<file path="config.mk">
export PLATFORM = sky130hd
export DESIGN_NAME = hilbert_curve_move_generator
export DESIGN_NICKNAME = d
export VERILOG_FILES = /design/src/hdl/hcmg_pkg.sv /design/src/hdl/hilbert_curve_move_generator.sv
export SDC_FILE = /design/constraint.sdc
export NUM_CORES = 1
export LEC_CHECK = 0
export BUFFER_PORTS_ARGS = -buffer_cell sky130_fd_sc_hd__buf_2
export CAP_MARGIN = 20
export CORE_UTILIZATION = 45
export DETAILED_ROUTE_END_ITERATION = 8
export PLACE_DENSITY = 0.6
export SLEW_MARGIN = 0
export SYNTH_ARGS = -nofsm -noshare
export SYNTH_HDL_FRONTEND = slang
export SYNTH_SLANG_ARGS = --single-unit
</file>
<file path="constraint.sdc">
create_clock -name clk_i -period 3.7 [get_ports clk_i]
set_input_delay 0.185 -clock clk_i [delete_from_list [all_inputs] [get_ports clk_i]]
set_output_delay 0.185 -clock clk_i [all_outputs]
set_load 0.05 [all_outputs]
</file>
<file path="src/hdl/hcmg_pkg.sv">
// Types, codes and pattern tables for the Hilbert curve move generator.
// No dependencies; imported by hilbert_curve_move_generator.
package hcmg_pkg;

  typedef enum logic [1:0] {
    KIND_A = 2'd0,
    KIND_B = 2'd1,
    KIND_C = 2'd2,
    KIND_D = 2'd3
  } kind_e;

  typedef enum logic [1:0] {
    DIR_LEFT  = 2'd0,
    DIR_DOWN  = 2'd1,
    DIR_RIGHT = 2'd2,
    DIR_UP    = 2'd3
  } dir_e;

  typedef enum logic [1:0] {
    ST_IDLE = 2'd0,
    ST_WALK = 2'd1,
    ST_POP  = 2'd2
  } state_e;

  localparam logic       REQ_START  = 1'b0;
  localparam logic       REQ_NEXT   = 1'b1;
  localparam logic [2:0] PHASE_DONE = 3'd7;
  localparam logic [2:0] PHASE_TAIL = 3'd6;
  localparam logic [1:0] MOVE_TAIL  = 2'd2;

  typedef struct packed {
    logic       spine;
    kind_e      kind;
    logic [2:0] phase;
  } frame_t;

  function automatic kind_e child_kind(kind_e kind, logic [1:0] call_idx);
    kind_e res;
    res = kind;
    case (kind)
      KIND_A: begin
        case (call_idx)
          2'd0:    res = KIND_D;
          2'd3:    res = KIND_B;
          default: res = KIND_A;
        endcase
      end
      KIND_B: begin
        case (call_idx)
          2'd0:    res = KIND_C;
          2'd3:    res = KIND_A;
          default: res = KIND_B;
        endcase
      end
      KIND_C: begin
        case (call_idx)
          2'd0:    res = KIND_B;
          2'd3:    res = KIND_D;
          default: res = KIND_C;
        endcase
      end
      default: begin
        case (call_idx)
          2'd0:    res = KIND_A;
          2'd3:    res = KIND_C;
          default: res = KIND_D;
        endcase
      end
    endcase
    return res;
  endfunction

  function automatic dir_e move_dir(kind_e kind, logic [1:0] move_idx);
    dir_e res;
    res = DIR_LEFT;
    case (kind)
      KIND_A: begin
        case (move_idx)
          2'd0:    res = DIR_LEFT;
          2'd1:    res = DIR_DOWN;
          default: res = DIR_RIGHT;
        endcase
      end
      KIND_B: begin
        case (move_idx)
          2'd0:    res = DIR_UP;
          2'd1:    res = DIR_RIGHT;
          default: res = DIR_DOWN;
        endcase
      end
      KIND_C: begin
        case (move_idx)
          2'd0:    res = DIR_RIGHT;
          2'd1:    res = DIR_UP;
          default: res = DIR_LEFT;
        endcase
      end
      default: begin
        case (move_idx)
          2'd0:    res = DIR_DOWN;
          2'd1:    res = DIR_LEFT;
          default: res = DIR_UP;
        endcase
      end
    endcase
    return res;
  endfunction

endpackage

</file>
<file path="src/hdl/hilbert_curve_move_generator.sv">
// Hilbert curve move generator: frame stack in a one-port synchronous memory,
// top frame cached in registers. Depends on hcmg_pkg.
//
// channel  dir  handshake                      payload
// s_axis   in   s_axis_tvalid / s_axis_tready  tuser: req_type; tdata: order, kind, length
// m_axis   out  m_axis_tvalid / m_axis_tready  tdata: dx, dy; tlast: last_move
//
// A start word gives no result. A next word walks the stack frames, one frame
// step per cycle unless the output stalls: call steps push frames, each unwind
// pops a finished frame and reloads its parent from memory in ST_POP, and a
// move step ends the walk with one output word. Reset clears control state; the
// frame memory is not cleared. A stalled output word holds the walk before its move step.
module hilbert_curve_move_generator #(
  parameter int MAX_ORDER = 16
) (
  input  logic        clk_i,
  input  logic        rst_ni,
  input  logic        s_axis_tvalid,
  output logic        s_axis_tready,
  input  logic [23:0] s_axis_tdata,  // [4:0] curve_order, [6:5] curve_kind,
                                     // [22:7] segment_length, [23] zero
  input  logic [0:0]  s_axis_tuser,  // [0] req_type
  output logic        m_axis_tvalid,
  input  logic        m_axis_tready,
  output logic [39:0] m_axis_tdata,  // [16:0] move_dx, [33:17] move_dy, [39:34] zero
  output logic        m_axis_tlast   // last_move
);
  import hcmg_pkg::*;

  localparam int DW = $clog2(MAX_ORDER + 1);
  localparam int AW = (MAX_ORDER > 1) ? $clog2(MAX_ORDER) : 1;

  state_e          state_q, state_d;
  kind_e           top_kind_q, top_kind_d;
  logic [2:0]      top_phase_q, top_phase_d;
  logic            top_spine_q, top_spine_d;
  logic [DW-1:0]   depth_q, depth_d;
  logic [DW-1:0]   held_order_q, held_order_d;
  logic [15:0]     held_length_q, held_length_d;
  logic            active_q, active_d;
  logic            out_valid_q, out_valid_d;
  logic [16:0]     out_dx_q, out_dx_d;
  logic [16:0]     out_dy_q, out_dy_d;
  logic            out_last_q, out_last_d;

  frame_t          frame_mem [MAX_ORDER];
  frame_t          rd_q;
  logic            mem_we, mem_re;
  logic [AW-1:0]   mem_waddr, mem_raddr;
  frame_t          mem_wdata;

  logic            in_fire, out_free, at_leaf, is_last;
  logic [4:0]      in_order;
  logic [DW-1:0]   depth_dec, depth_dec2;
  logic [16:0]     len_pos, len_neg;
  dir_e            dir;

  assign in_fire    = s_axis_tvalid && s_axis_tready;
  assign out_free   = !out_valid_q || m_axis_tready;
  assign in_order   = s_axis_tdata[4:0];
  assign depth_dec  = depth_q - DW'(1);
  assign depth_dec2 = depth_q - DW'(2);
  assign at_leaf    = (depth_q >= held_order_q);
  assign is_last    = (top_phase_q[2:1] == MOVE_TAIL) && at_leaf && top_spine_q;
  assign len_pos    = {1'b0, held_length_q};
  assign len_neg    = 17'd0 - len_pos;
  assign dir        = move_dir(top_kind_q, top_phase_q[2:1]);

  assign s_axis_tready = (state_q == ST_IDLE);
  assign m_axis_tvalid = out_valid_q;
  assign m_axis_tdata  = {6'd0, out_dy_q, out_dx_q};
  assign m_axis_tlast  = out_last_q;

  // next state
  always_comb begin
    state_d = state_q;
    case (state_q)
      ST_IDLE: begin
        if (in_fire && s_axis_tuser[0] == REQ_NEXT && active_q) begin
          state_d = ST_WALK;
        end
      end
      ST_WALK: begin
        if (top_phase_q == PHASE_DONE) begin
          state_d = (depth_q == DW'(1)) ? ST_IDLE : ST_POP;
        end else if (top_phase_q[0] && out_free) begin
          state_d = ST_IDLE;
        end
      end
      ST_POP:  state_d = ST_WALK;
      default: state_d = ST_IDLE;
    endcase
  end

  // datapath and memory control
  always_comb begin
    top_kind_d    = top_kind_q;
    top_phase_d   = top_phase_q;
    top_spine_d   = top_spine_q;
    depth_d       = depth_q;
    held_order_d  = held_order_q;
    held_length_d = held_length_q;
    active_d      = active_q;
    out_valid_d   = out_valid_q && !m_axis_tready;
    out_dx_d      = out_dx_q;
    out_dy_d      = out_dy_q;
    out_last_d    = out_last_q;
    mem_we        = 1'b0;
    mem_re        = 1'b0;
    mem_waddr     = depth_dec[AW-1:0];
    mem_raddr     = depth_dec2[AW-1:0];
    mem_wdata     = '{spine: top_spine_q, kind: top_kind_q, phase: top_phase_q + 3'd1};
    case (state_q)
      ST_IDLE: begin
        if (in_fire && s_axis_tuser[0] == REQ_START) begin
          held_order_d  = (in_order > 5'(MAX_ORDER)) ? DW'(MAX_ORDER) : DW'(in_order);
          held_length_d = s_axis_tdata[22:7];
          if (in_order == 5'd0) begin
            depth_d  = '0;
            active_d = 1'b0;
          end else begin
            top_kind_d  = kind_e'(s_axis_tdata[6:5]);
            top_phase_d = 3'd0;
            top_spine_d = 1'b1;
            depth_d     = DW'(1);
            active_d    = 1'b1;
          end
        end
      end
      ST_WALK: begin
        if (top_phase_q == PHASE_DONE) begin
          depth_d = depth_dec;
          if (depth_q == DW'(1)) begin
            active_d = 1'b0;
          end else begin
            mem_re = 1'b1;
          end
        end else if (!top_phase_q[0]) begin
          top_phase_d = top_phase_q + 3'd1;
          if (!at_leaf && depth_q < DW'(MAX_ORDER)) begin
            mem_we      = 1'b1;
            top_kind_d  = child_kind(top_kind_q, top_phase_q[2:1]);
            top_phase_d = 3'd0;
            top_spine_d = top_spine_q && (top_phase_q == PHASE_TAIL);
            depth_d     = depth_q + DW'(1);
          end
        end else if (out_free) begin
          top_phase_d = top_phase_q + 3'd1;
          out_valid_d = 1'b1;
          out_last_d  = is_last;
          out_dx_d    = (dir == DIR_RIGHT) ? len_pos : (dir == DIR_LEFT) ? len_neg : 17'd0;
          out_dy_d    = (dir == DIR_UP)    ? len_pos : (dir == DIR_DOWN) ? len_neg : 17'd0;
          if (is_last) begin
            active_d = 1'b0;
            depth_d  = '0;
          end
        end
      end
      ST_POP: begin
        top_kind_d  = rd_q.kind;
        top_phase_d = rd_q.phase;
        top_spine_d = rd_q.spine;
      end
      default: ;
    endcase
  end

  always_ff @(posedge clk_i) begin
    if (mem_we) begin
      frame_mem[mem_waddr] <= mem_wdata;
    end
    if (mem_re) begin
      rd_q <= frame_mem[mem_raddr];
    end
  end

  always_ff @(posedge clk_i or negedge rst_ni) begin
    if (!rst_ni) begin
      state_q       <= ST_IDLE;
      depth_q       <= '0;
      held_order_q  <= '0;
      held_length_q <= '0;
      active_q      <= 1'b0;
      out_valid_q   <= 1'b0;
    end else begin
      state_q       <= state_d;
      depth_q       <= depth_d;
      held_order_q  <= held_order_d;
      held_length_q <= held_length_d;
      active_q      <= active_d;
      out_valid_q   <= out_valid_d;
    end
  end

  always_ff @(posedge clk_i) begin
    top_kind_q  <= top_kind_d;
    top_phase_q <= top_phase_d;
    top_spine_q <= top_spine_d;
    out_dx_q    <= out_dx_d;
    out_dy_q    <= out_dy_d;
    out_last_q  <= out_last_d;
  end

  a_active_depth: assert property (@(posedge clk_i) disable iff (!rst_ni)
    active_q |-> (depth_q != '0) && (depth_q <= DW'(MAX_ORDER)))
    else $error("active curve with empty or overfull stack");

  a_walk_active: assert property (@(posedge clk_i) disable iff (!rst_ni)
    (state_q != ST_IDLE) |-> active_q)
    else $error("walk running without an active curve");

  a_rise_from_walk: assert property (@(posedge clk_i) disable iff (!rst_ni)
    $rose(out_valid_q) |-> $past(state_q) == ST_WALK)
    else $error("result word not produced by a move step");

  a_depth_order: assert property (@(posedge clk_i) disable iff (!rst_ni)
    active_q |-> depth_q <= held_order_q)
    else $error("stack deeper than curve order");

endmodule
</file>
==> impl_summary.log, run 1 <==
INFO  metric grt_antenna_before_repair = 0
INFO  metric finalSetupViolCount = 0
INFO  metric postCtsSetupBuffers = 0
INFO  metric slew_limit_fails = 0
INFO  metric fin_tns_setup = 0 ps
INFO  metric depth_of_the_worst_register_to_register_path = 6
INFO  metric clockPowerShare = 0.201
INFO  metric cts.htree.levels = 4
INFO  metric wl_per_cell = around 18 microns
INFO  metric dpl.hpwl = 10.3 mm
INFO  metric synth.avg_cell_area = 14.9 sq um
INFO  metric timing_worst_setup_path_type = flip-flop to flip-flop
INFO  metric drt_iter0_markers = approximately 260
INFO  metric cts_sinks = around 170
INFO  metric synth_edf_count = between 100 and 150
INFO  metric grt_setup_unrepaired = no
INFO  metric synth.distinct_cells = 48
INFO  metric n_fill_cell = about 1400
INFO  metric vias_in_the_first_global_route = 4599
INFO  metric place.port_buffers = 64
INFO  metric critPathMaxFanout = 10
INFO  metric critPathRequiredTime = 3790 ps
INFO  metric final_min_period_over_clock_period = 0.830
INFO  metric critical_path.startpoint = depth_q[2]
INFO  metric max_slew.worst_pin.slew = 979 ps
INFO  metric floorplan.die.width = about 130 microns
INFO  metric data_arrival_time_of_the_worst_path = 3160 ps
INFO  metric dr_total_vias = 4466
INFO  metric sequential_cell_area = 5040 sq um
INFO  metric io_pins = between 70 and 80
INFO  metric drc_errors = 0
INFO  metric row_count = 47
INFO  metric hold_viol = 0
INFO  metric yosys.area_share.xor_xnor = 0.0270
INFO  metric drive_above_1_share = 0.254
INFO  metric yosys-mux-area-fraction = 0.116
INFO  metric pin_count_of_the_biggest_net_entering_global_routing = 36
INFO  metric achievable-frequency = 326 MHz
INFO  metric intPower = 5.28 mW
INFO  metric timing.reg2reg.setup_slack = 630 ps
INFO  metric die_ar = about 18000 sq um
INFO  metric yosysSeqAreaShare = 0.647
INFO  metric switching_power = 3.48 mW
INFO  metric synth_top_flop_cell = sky130_fd_sc_hd__edfxtp_1
INFO  metric maxCapViolations = 0
INFO  metric multi_input_comb_area = between 2000 and 3000 sq um
INFO  metric yosys.area_share.adder = 0.0434
INFO  metric cts_inserted_buffers = 17
INFO  metric share_comb_of_total_power = 0.417
INFO  metric synth_compound_area_frac = 0.0535
INFO  metric global_routing_usage_summed_across_all_routing_layers = 0.182
INFO  metric timing.rr.start = depth_q[2]
INFO  metric gp_congestion = slightly below 0.8
INFO  metric coreArea = about 17000 sq um
INFO  metric clockRootBuffer = sky130_fd_sc_hd__clkbuf_16
INFO  metric finalCoreUtilization = 0.542
INFO  metric total_leakage_power = about 3.4 nW
INFO  metric finish.net_count = 666
INFO  metric first_pass_grt_wire_length = between 20 and 25 mm
INFO  metric syn-cell-area = 7790 sq um
INFO  metric run_status = finished clean
INFO  metric ir_drop = ~0.55 mV
INFO  metric synth-warning-count = 0
INFO  metric cts.reportedPaths.clkPinSlew = approximately 70 ps
INFO  metric grt_overflow = 0
INFO  metric fp.dieH = about 130 microns
INFO  metric synth-async-reset-ratio = 0.173
INFO  metric layout-area-overhead-vs-synth = 16.7%
INFO  metric ffs_latches_synth = 173
INFO  metric tritoncts = yes
INFO  metric clock_path_buffers = 2
INFO  metric setup.worst_path.end = frame_mem[10][1]
INFO  metric holdCritPathClass = primary input to flip-flop
INFO  metric synth_top_family_by_area = multiplexers
INFO  metric dr.pass1.iters = 5
INFO  metric critPathLaunchType = flip-flop
INFO  metric avgViaCountPerCell = 5.30
INFO  metric slew_headroom = 0.345
INFO  metric synthSimpleGateAreaFrac = 0.0862
INFO  metric power_density = between 900 and 1000 nW/um^2
INFO  metric worst_skew_pair.late_latency = 430 ps
INFO  metric power.sequential.fraction = 0.382
INFO  metric clock_skew = 8.61 ps
INFO  metric cts.repair.resized = 0
INFO  metric swShare = 0.397
INFO  metric totalPowerFinal = 8.76 mW
INFO  metric routed_wl = 15.0 mm
INFO  metric effective_utilization_at_floorplan = 0.465
INFO  metric syn_inst = 523
INFO  metric fin_crit = between 3000 and 4000 ps
INFO  metric drtAntennaViolNets = 0
INFO  metric insertedDiodeCount = 0
INFO  metric worstReg2RegEnd = frame_mem[10][1]
INFO  metric end_kind = flip-flop
per-layer routing:
layer / part of all wire / vias up / GRT usage / wire length, microns
li1: - / 2113 / - / -
met1: 0.44 / 2214 / 0.228 / 6600
met2: 0.50 / 107 / 0.306 / 7440
met3: 0.038 / 32 / 0.0377 / 569
met4: 0.026 / 0 / 0.0808 / 387
met5: 0 / - / 0 / 0
stage by stage:
step / std cells / hold WS, ps / area [sq um] / setup slack [ps]
global route: 843 / 5.86 / 9090 / 439
floorplan: 528 / -111 / 7810 / 379
detailed placement: 796 / 276 / 8360 / 650
CTS: 842 / 1.63 / 9080 / 631
finish: 843 / 22.0 / 9090 / 628
global placement: 796 / 260 / 8360 / 731
repair_timing:
item | in CTS | in global routing
hold endpoints to repair | 43 | 1
setup endpoints to repair | 0 | 0
hold buffers | 14 | 1
worst min path at each step:
| stage | endpoint | start | cells after the start | slack [ps] |
|---|---|---|---|---|
| after floorplan | active_q | rst_ni | 0 | -110 |
| after global placement | depth_q[0] | rst_ni | 1 | 260 |
| after detailed placement | held_order_q[2] | rst_ni | 1 | 280 |
| after CTS | held_length_q[4] | s_axis_tdata[11] | 2 | 2 |
| after global routing | held_length_q[5] | s_axis_tdata[12] | 2 | 6 |
| final | held_order_q[0] | s_axis_tdata[0] | 3 | 20 |
area by class of cell:
cell class | count | area share
inverters | 21 | 0.00867
flip-flops and latches | 173 | 0.555
well taps | 220 | 0.0303
clock buffers | 18 | 0.0472
clock inverters | 14 | 0.0171
repair buffers | 88 | 0.0592
multi-input cells | 309 | 0.283
power by group through the flow:
stage | Combinational (mW) | Sequential, mW | Clock, mW
final | 3.65 | 3.34 | 1.76
after detailed placement | 3.67 | 3.38 | 0
after global routing | 4.01 | 3.40 | 1.86
after floorplan | 2.31 | 3.80 | 0
after CTS | 3.69 | 3.34 | 1.78
after global placement | 3.60 | 3.36 | 0
layout by cell type (no fill, tap or decap), drive strengths merged, types with 9 or more instances in the layout:
cell type / count
nor2: 53
ha: 27
mux2: 21
nand2: 19
mux4: 24
o21ai: 16
edfxtp: 143
and2: 21
dfrtp: 30
dlygate4sd3: 15
mux2i: 13
clkbuf: 18
inv: 26
nand2b: 9
buf: 73
xor2: 18
a21oi: 12
cell families (layout without fill, tap and decap cells):
family / count (synthesis) / after routing
DFF: 173 / 173
and+or+nand+nor: 132 / 132
AOI/OAI and AO/OA: 62 / 62
muxes: 58 / 58
buffers and inverters: 46 / 141
adders and majority gates: 27 / 27
xor gates and xnor gates: 24 / 24
other: 1 / 6
synthesized netlist by cell type, types with 2 or more instances:
cell type / instances / share of area
sky130_fd_sc_hd__a211oi_1: 6 / 0.0058
sky130_fd_sc_hd__a21boi_0: 4 / 0.0039
sky130_fd_sc_hd__a21o_1: 3 / 0.0029
sky130_fd_sc_hd__a21oi_1: 12 / 0.0077
sky130_fd_sc_hd__a22o_1: 2 / 0.0022
sky130_fd_sc_hd__a22oi_1: 3 / 0.0029
sky130_fd_sc_hd__a31oi_1: 4 / 0.0032
sky130_fd_sc_hd__and2_1: 21 / 0.017
sky130_fd_sc_hd__buf_1: 2 / 0.00096
sky130_fd_sc_hd__buf_2: 4 / 0.0026
sky130_fd_sc_hd__buf_4: 6 / 0.0058
sky130_fd_sc_hd__clkbuf_1: 13 / 0.0063
sky130_fd_sc_hd__dfrtp_1: 30 / 0.096
sky130_fd_sc_hd__edfxtp_1: 143 / 0.55
sky130_fd_sc_hd__ha_1: 27 / 0.043
sky130_fd_sc_hd__inv_1: 20 / 0.0096
sky130_fd_sc_hd__mux2_2: 21 / 0.030
sky130_fd_sc_hd__mux2i_1: 13 / 0.017
sky130_fd_sc_hd__mux4_2: 24 / 0.069
sky130_fd_sc_hd__nand2_1: 19 / 0.0092
sky130_fd_sc_hd__nand2b_1: 9 / 0.0072
sky130_fd_sc_hd__nand3_1: 8 / 0.0051
sky130_fd_sc_hd__nand4_1: 4 / 0.0032
sky130_fd_sc_hd__nor2_1: 53 / 0.026
sky130_fd_sc_hd__nor2b_1: 4 / 0.0032
sky130_fd_sc_hd__o21ai_0: 15 / 0.0096
sky130_fd_sc_hd__o31ai_1: 5 / 0.0048
sky130_fd_sc_hd__o31ai_2: 2 / 0.0032
sky130_fd_sc_hd__o41ai_1: 2 / 0.0022
sky130_fd_sc_hd__or4_4: 4 / 0.0058
sky130_fd_sc_hd__xnor2_1: 6 / 0.0067
sky130_fd_sc_hd__xor2_1: 18 / 0.020
worst max-delay path, stage by stage (launching register included):
cell and delay, ps:
sky130_fd_sc_hd__dfrtp_1 580, sky130_fd_sc_hd__ha_1 310, sky130_fd_sc_hd__and4_1 210, sky130_fd_sc_hd__a221oi_1 660, sky130_fd_sc_hd__nand4_1 380, sky130_fd_sc_hd__nor2_1 250
sky130_fd_sc_hd__and2_1 360
registers in the layout, indices dropped and copies added, names as in the netlist:
name           cells
top_phase_q        3
top_kind_q         2
frame_mem         96
held_order_q       5
out_dx_q          17
rd_q               6
active_q           1
out_dy_q          17
held_length_q     16
m_axis_tvalid      1
m_axis_tlast       1
state_q            2
depth_q            5
top_spine_q        1
No activity file was read; power rests on OpenSTA's default activity.
==> inputs of run 2 (changes only) <==
- PLACE_DENSITY: 0.6 -> 0.63
- clock period: 3.7 -> 2.8 ns (I/O delays scaled with it)
==> impl_summary.log, run 2 (synthesized netlist as in run 1, its figures left out) <==
INFO  metric run_status = finished clean
INFO  metric slew_headroom = 0.486
INFO  metric effective_utilization_at_floorplan = 0.465
INFO  metric avgViaCountPerCell = 5.22
INFO  metric floorplan.die.width = 134 microns
INFO  metric top_register = frame_mem
INFO  metric fin_cells = 862
INFO  metric final_min_period_over_clock_period = 0.918
INFO  metric fp.dieH = 134 microns
INFO  metric worst_skew_pair.late_latency = between 400 and 500 ps
INFO  metric vias_in_the_first_global_route = 4585
INFO  metric dpl.hpwl = 10.5 mm
INFO  metric layout-area-overhead-vs-synth = 18.5%
INFO  metric data_arrival_time_of_the_worst_path = ~2700 ps
INFO  metric layout_commonest_cell = sky130_fd_sc_hd__edfxtp_1
INFO  metric drtAntennaViolNets = 0
INFO  metric first_pass_grt_wire_length = 24.9 mm
INFO  metric clock_skew = 6.97 ps
INFO  metric cts_sinks = 173
INFO  metric hold_viol = 0
INFO  metric depth_of_the_worst_register_to_register_path = 7
INFO  metric holdCritPathClass = primary input to flip-flop
INFO  metric gp_congestion = 0.813
INFO  metric insertedDiodeCount = 0
INFO  metric critPathMaxFanout = 7
INFO  metric grt_antenna_before_repair = 0
INFO  metric routed_wl = 15.2 mm
INFO  metric cts.reportedPaths.clkPinSlew = 70 ps
INFO  metric largest_reg_flops = 96
INFO  metric maxCapViolations = 0
INFO  metric ir_drop = 0.592 mV
INFO  metric row_count = 47
INFO  metric critPathLaunchType = flip-flop
INFO  metric fin_crit = 2570 ps
INFO  metric timing.reg2reg.setup_slack = about 230 ps
INFO  metric achievable-frequency = between 300 and 400 MHz
INFO  metric holdPathStages = 2
INFO  metric drt_iter0_markers = 232
INFO  metric tritoncts = yes
INFO  metric postCtsSetupBuffers = 0
INFO  metric setup.worst_path.end = frame_mem[1][1]
INFO  metric drive_above_1_share = 0.274
INFO  metric total_leakage_power = 3.52 nW
INFO  metric io_pins = 72
INFO  metric wl_per_cell = 17.6 microns
INFO  metric end_kind = flip-flop
INFO  metric finalSetupViolCount = 0
INFO  metric finish.net_count = 685
INFO  metric cts_inserted_buffers = 17
INFO  metric global_routing_usage_summed_across_all_routing_layers = 0.187
INFO  metric slew_limit_fails = 0
INFO  metric grt_setup_unrepaired = no
INFO  metric critical_path.startpoint = depth_q[4]
INFO  metric worstReg2RegEnd = frame_mem[1][1]
INFO  metric n_fill_cell = 1403
INFO  metric cts.htree.levels = 4
INFO  metric drc_errors = 0
INFO  metric fin_tns_setup = 0 ps
INFO  metric dp_cells = 811
INFO  metric dr_total_vias = 4496
INFO  metric pin_count_of_the_biggest_net_entering_global_routing = 36
INFO  metric timing.rr.start = depth_q[4]
INFO  metric place.port_buffers = 64
INFO  metric finalHoldWorstSlack = 7.92 ps
INFO  metric clock_path_buffers = 2
INFO  metric critical-path-slowest-cell = sky130_fd_sc_hd__dfrtp_1
INFO  metric die_ar = 17800 sq um
INFO  metric power_density = between 1000 and 1500 nW/um^2
INFO  metric grt_overflow = 0
INFO  metric clockRootBuffer = sky130_fd_sc_hd__clkbuf_16
INFO  metric top_regs = frame_mem x96, out_dx_q x17, out_dy_q x17
INFO  metric dr.pass1.iters = 5
INFO  metric max_stage_delay = 450 ps
INFO  metric coreArea = approximately 17000 sq um
INFO  metric most-common-layout-cells = sky130_fd_sc_hd__edfxtp_1, sky130_fd_sc_hd__buf_2, sky130_fd_sc_hd__nor2_1, sky130_fd_sc_hd__dfrtp_1, sky130_fd_sc_hd__ha_1
INFO  metric timing_worst_setup_path_type = flip-flop to flip-flop
INFO  metric critPathRequiredTime = 2910 ps
INFO  metric max_slew.worst_pin.slew = roughly 770 ps
INFO  metric path_cells = ha_1 -> and4_1 -> a221oi_1 -> buf_4 -> nand4_1 -> nor2_1 -> and2_1
-- run 2: cell types whose count changed in the layout (fill, tap and decap cells not counted), sizes merged --
cell / before / now
bufinv: 2 / 1
buf: 73 / 88
clkinv: 5 / 4
inv: 26 / 29
dlygate4sd3: 15 / 19
clkbuf: 18 / 17
-- run 2: per-layer routing --
| metal | track usage | up-vias | share of wire |
|---|---|---|---|
| li1 | - | 2155 | - |
| met1 | 0.249 | 2206 | 0.45 |
| met2 | 0.308 | 111 | 0.49 |
| met3 | 0.0377 | 24 | 0.044 |
| met4 | 0.0625 | 0 | 0.017 |
| met5 | 0 | - | 0 |
-- run 2: metrics by stage --
step / total power, mW / setup slack, ps / instance area, sq um / util
2_1_floorplan: 8.09 / -106 / 7820 / -
3_3_place_gp: 9.34 / 260 / 8470 / 0.505
3_5_place_dp: 9.45 / 210 / 8470 / 0.505
4_1_cts: 11.8 / 196 / 9240 / 0.551
5_1_grt: 12.5 / 1.27 / 9240 / 0.551
6_report: 11.7 / 230 / 9240 / 0.551
-- run 2: cell type report --
cell class / count / area [sq um] / share of cell area
clock buffer: 17 / 425 / 0.0461
sequential: 173 / 5040 / 0.546
inverter: 21 / 80.1 / 0.00867
timing repair buffer: 107 / 691 / 0.0748
clock inverter: 15 / 153 / 0.0165
multi-input combinational: 309 / 2570 / 0.278
tap: 220 / 275 / 0.0298
-- run 2: critical path, delay by kind of cell (launching register included) --
family	cells	cell delay, ps
buffers and inverters	1	190
flip-flops	1	450
AO/OA/AOI/OAI	1	280
adder cells (fa/ha/maj)	1	340
AND/OR/NAND/NOR	4	1000
-- run 2: where the power goes --
part | total (mW) | internal, mW | switching, mW
combinational | 5.07 | 1.82 | 3.25
clock | 2.31 | 1.26 | 1.05
sequential | 4.30 | 3.94 | 0.354
-- run 2: timing repair --
item | CTS | global route
hold buffers | 19 | 0
resized for setup | 0 | 0
endpoints found under the hold margin | 48 | 0
-- run 2: worst min path at each step --
| stage | from | endpoint | slack (ps) |
|---|---|---|---|
| CTS | s_axis_tdata[4] | held_order_q[4] | 1 |
| finish | s_axis_tdata[4] | held_order_q[4] | 8 |
| floorplan | rst_ni | active_q | -160 |
| global route | s_axis_tdata[4] | held_order_q[4] | 20 |
| detailed placement | rst_ni | held_order_q[3] | 230 |
| global placement | rst_ni | held_order_q[3] | 210 |
==> inputs of run 3 (changes only) <==
==> constraint.sdc (replaced) <==
create_clock -name clk_i -period 2.8 [get_ports clk_i]
set_input_delay 0.56 -clock clk_i [delete_from_list [all_inputs] [get_ports clk_i]]
set_output_delay 0.56 -clock clk_i [all_outputs]
set_load 0.05 [all_outputs]
==> impl_summary.log, run 3 (synthesized netlist as in run 1, its figures left out) <==
INFO  metric layout_commonest_cell = sky130_fd_sc_hd__edfxtp_1
INFO  metric top_regs = frame_mem x96, out_dx_q x17, out_dy_q x17
INFO  metric cts_inserted_buffers = 17
INFO  metric finalHoldWorstSlack = 166 ps
INFO  metric drt_iter0_markers = 244
INFO  metric finish.net_count = 667
INFO  metric hold_viol = 0
INFO  metric first_pass_grt_wire_length = 24.1 mm
INFO  metric power_density = roughly 1300 nW/um^2
INFO  metric grt_setup_unrepaired = no
INFO  metric timing.reg2reg.setup_slack = 230 ps
INFO  metric cts.repair.resized = 0
INFO  metric clockPowerShare = 0.199
INFO  metric routed_wl = 14.8 mm
INFO  metric global_routing_usage_summed_across_all_routing_layers = 0.181
INFO  metric worst_skew_pair.late_latency = roughly 430 ps
INFO  metric cts.hold.buffers_added = 0
INFO  metric die_ar = 17800 sq um
INFO  metric clock_path_buffers = 2
INFO  metric max_slew.worst_pin.slew = 685 ps
INFO  metric coreArea = 16800 sq um
INFO  metric avgViaCountPerCell = 5.24
INFO  metric finalSetupViolCount = 0
INFO  metric end_kind = flip-flop
INFO  metric layout-area-overhead-vs-synth = 16.2%
INFO  metric effective_utilization_at_floorplan = 0.465
INFO  metric share_comb_of_total_power = 0.434
INFO  metric timing_worst_setup_path_type = flip-flop to flip-flop
INFO  metric pin_count_of_the_biggest_net_entering_global_routing = 36
INFO  metric cts.htree.levels = 4
INFO  metric dp_cells = 812
INFO  metric drive_above_1_share = 0.280
INFO  metric dpl.hpwl = 10.3 mm
INFO  metric critPathLaunchType = flip-flop
INFO  metric floorplan.die.width = approximately 130 microns
INFO  metric slew_limit_fails = 0
INFO  metric top_register = frame_mem
INFO  metric fp.dieH = 134 microns
INFO  metric wl_per_cell = between 15 and 20 microns
INFO  metric fin_tns_setup = 0 ps
INFO  metric cts_sinks = around 170
INFO  metric drc_errors = 0
INFO  metric placed_area = between 8000 and 9000 sq um
INFO  metric maxCapViolations = 0
INFO  metric grt_overflow = 0
INFO  metric achievable-frequency = 389 MHz
INFO  metric most-common-layout-cells = sky130_fd_sc_hd__edfxtp_1, sky130_fd_sc_hd__buf_2, sky130_fd_sc_hd__nor2_1, sky130_fd_sc_hd__dfrtp_1, sky130_fd_sc_hd__ha_1
INFO  metric totalPowerFinal = 11.7 mW
INFO  metric tritoncts = yes
INFO  metric final_min_period_over_clock_period = 0.918
INFO  metric n_fill_cell = between 1000 and 1500
INFO  metric io_pins = 72
INFO  metric place.port_buffers = 64
INFO  metric vias_in_the_first_global_route = 4555
INFO  metric insertedDiodeCount = 0
INFO  metric total_leakage_power = 3.45 nW
INFO  metric intPower = 7.08 mW
INFO  metric postCtsSetupBuffers = 0
INFO  metric gp_congestion = about 0.79
INFO  metric power.sequential.fraction = 0.367
INFO  metric row_count = 47
INFO  metric run_status = finished clean
INFO  metric worstReg2RegEnd = frame_mem[14][0]
INFO  metric clock_skew = 10.1 ps
INFO  metric critPathMaxFanout = 7
INFO  metric drtAntennaViolNets = 0
INFO  metric swShare = 0.394
INFO  metric dr_total_vias = 4424
INFO  metric dr.pass1.iters = 5
INFO  metric depth_of_the_worst_register_to_register_path = 7
INFO  metric timing.rr.start = depth_q[4]
INFO  metric cts.reportedPaths.clkPinSlew = about 70 ps
INFO  metric grt_antenna_before_repair = 0
INFO  metric switching_power = ~4.6 mW
INFO  metric fin_crit = 2570 ps
INFO  metric clockRootBuffer = sky130_fd_sc_hd__clkbuf_16
INFO  metric critPathRequiredTime = 2890 ps
INFO  metric largest_reg_flops = 96
INFO  metric ir_drop = between 0.6 and 0.7 mV
INFO  metric holdCritPathClass = primary input to asynchronous set/reset pin
INFO  metric slew_headroom = 0.543
INFO  metric data_arrival_time_of_the_worst_path = between 2000 and 3000 ps
INFO  metric fin_cells = 844
INFO  metric post-route-cell-area = slightly above 9000 sq um
[run 3: cell count changes in the layout (fill, tap and decap cells not counted)]
cell	change
sky130_fd_sc_hd__dlygate4sd3_1	-19
sky130_fd_sc_hd__inv_8	-5
sky130_fd_sc_hd__clkinv_1	+2
sky130_fd_sc_hd__clkinv_4	+2
sky130_fd_sc_hd__inv_6	+2
sky130_fd_sc_hd__buf_4	+1
sky130_fd_sc_hd__bufinv_16	+1
sky130_fd_sc_hd__clkinv_2	-1
sky130_fd_sc_hd__clkinvlp_4	-1
[run 3: metal layers]
layer	global-route usage	wire, microns	vias to the layer above
li1	-	-	2115
met1	0.238	6630	2187
met2	0.300	7320	105
met3	0.0312	607	17
met4	0.0713	232	0
met5	0	0	-
[run 3: final cells by class]
type	instances	area [sq um]	area share
multi-input combinational	309	2570	0.284
clock buffer	17	425	0.0470
sequential	173	5040	0.557
clock inverter	15	156	0.0173
timing repair buffer	89	508	0.0561
inverter	21	80.1	0.00884
tap	220	275	0.0304
[run 3: power groups by stage]
stage / sequential, mW / combinational (mW) / clock [mW]
after CTS: 4.29 / 5.12 / 2.37
final: 4.29 / 5.07 / 2.33
after global routing: 4.37 / 5.61 / 2.47
after floorplan: 5.02 / 3.06 / 0
after global placement: 4.32 / 5.00 / 0
after detailed placement: 4.35 / 5.10 / 0
[run 3: worst max path at each step]
stage          startpoint  depth (start not counted)  slack, ps                to
3_3_place_gp   depth_q[4]                          7        240  frame_mem[14][4]
2_1_floorplan  depth_q[1]                          9       -110           rd_q[4]
3_5_place_dp   depth_q[0]                          6        230  frame_mem[12][4]
6_report       depth_q[4]                          7        230  frame_mem[14][0]
4_1_cts        depth_q[0]                          6        200  frame_mem[12][0]
5_1_grt        depth_q[0]                          6         20  frame_mem[14][2]
[run 3: worst max-delay path, stage by stage, from the launching register on]
cell and delay, ps:
sky130_fd_sc_hd__dfrtp_1 450, sky130_fd_sc_hd__ha_1 340, sky130_fd_sc_hd__and4_1 190, sky130_fd_sc_hd__a221oi_1 280, sky130_fd_sc_hd__buf_4 190, sky130_fd_sc_hd__nand4_1 200, sky130_fd_sc_hd__nor2_1 240, sky130_fd_sc_hd__and2_1 350
[run 3: metrics by stage]
stage / worst slack [ps] / utilization
finish: 230 / 0.541
global route: 18.4 / 0.541
CTS: 204 / 0.541
detailed placement: 225 / 0.506
global placement: 242 / 0.506
floorplan: -106 / -
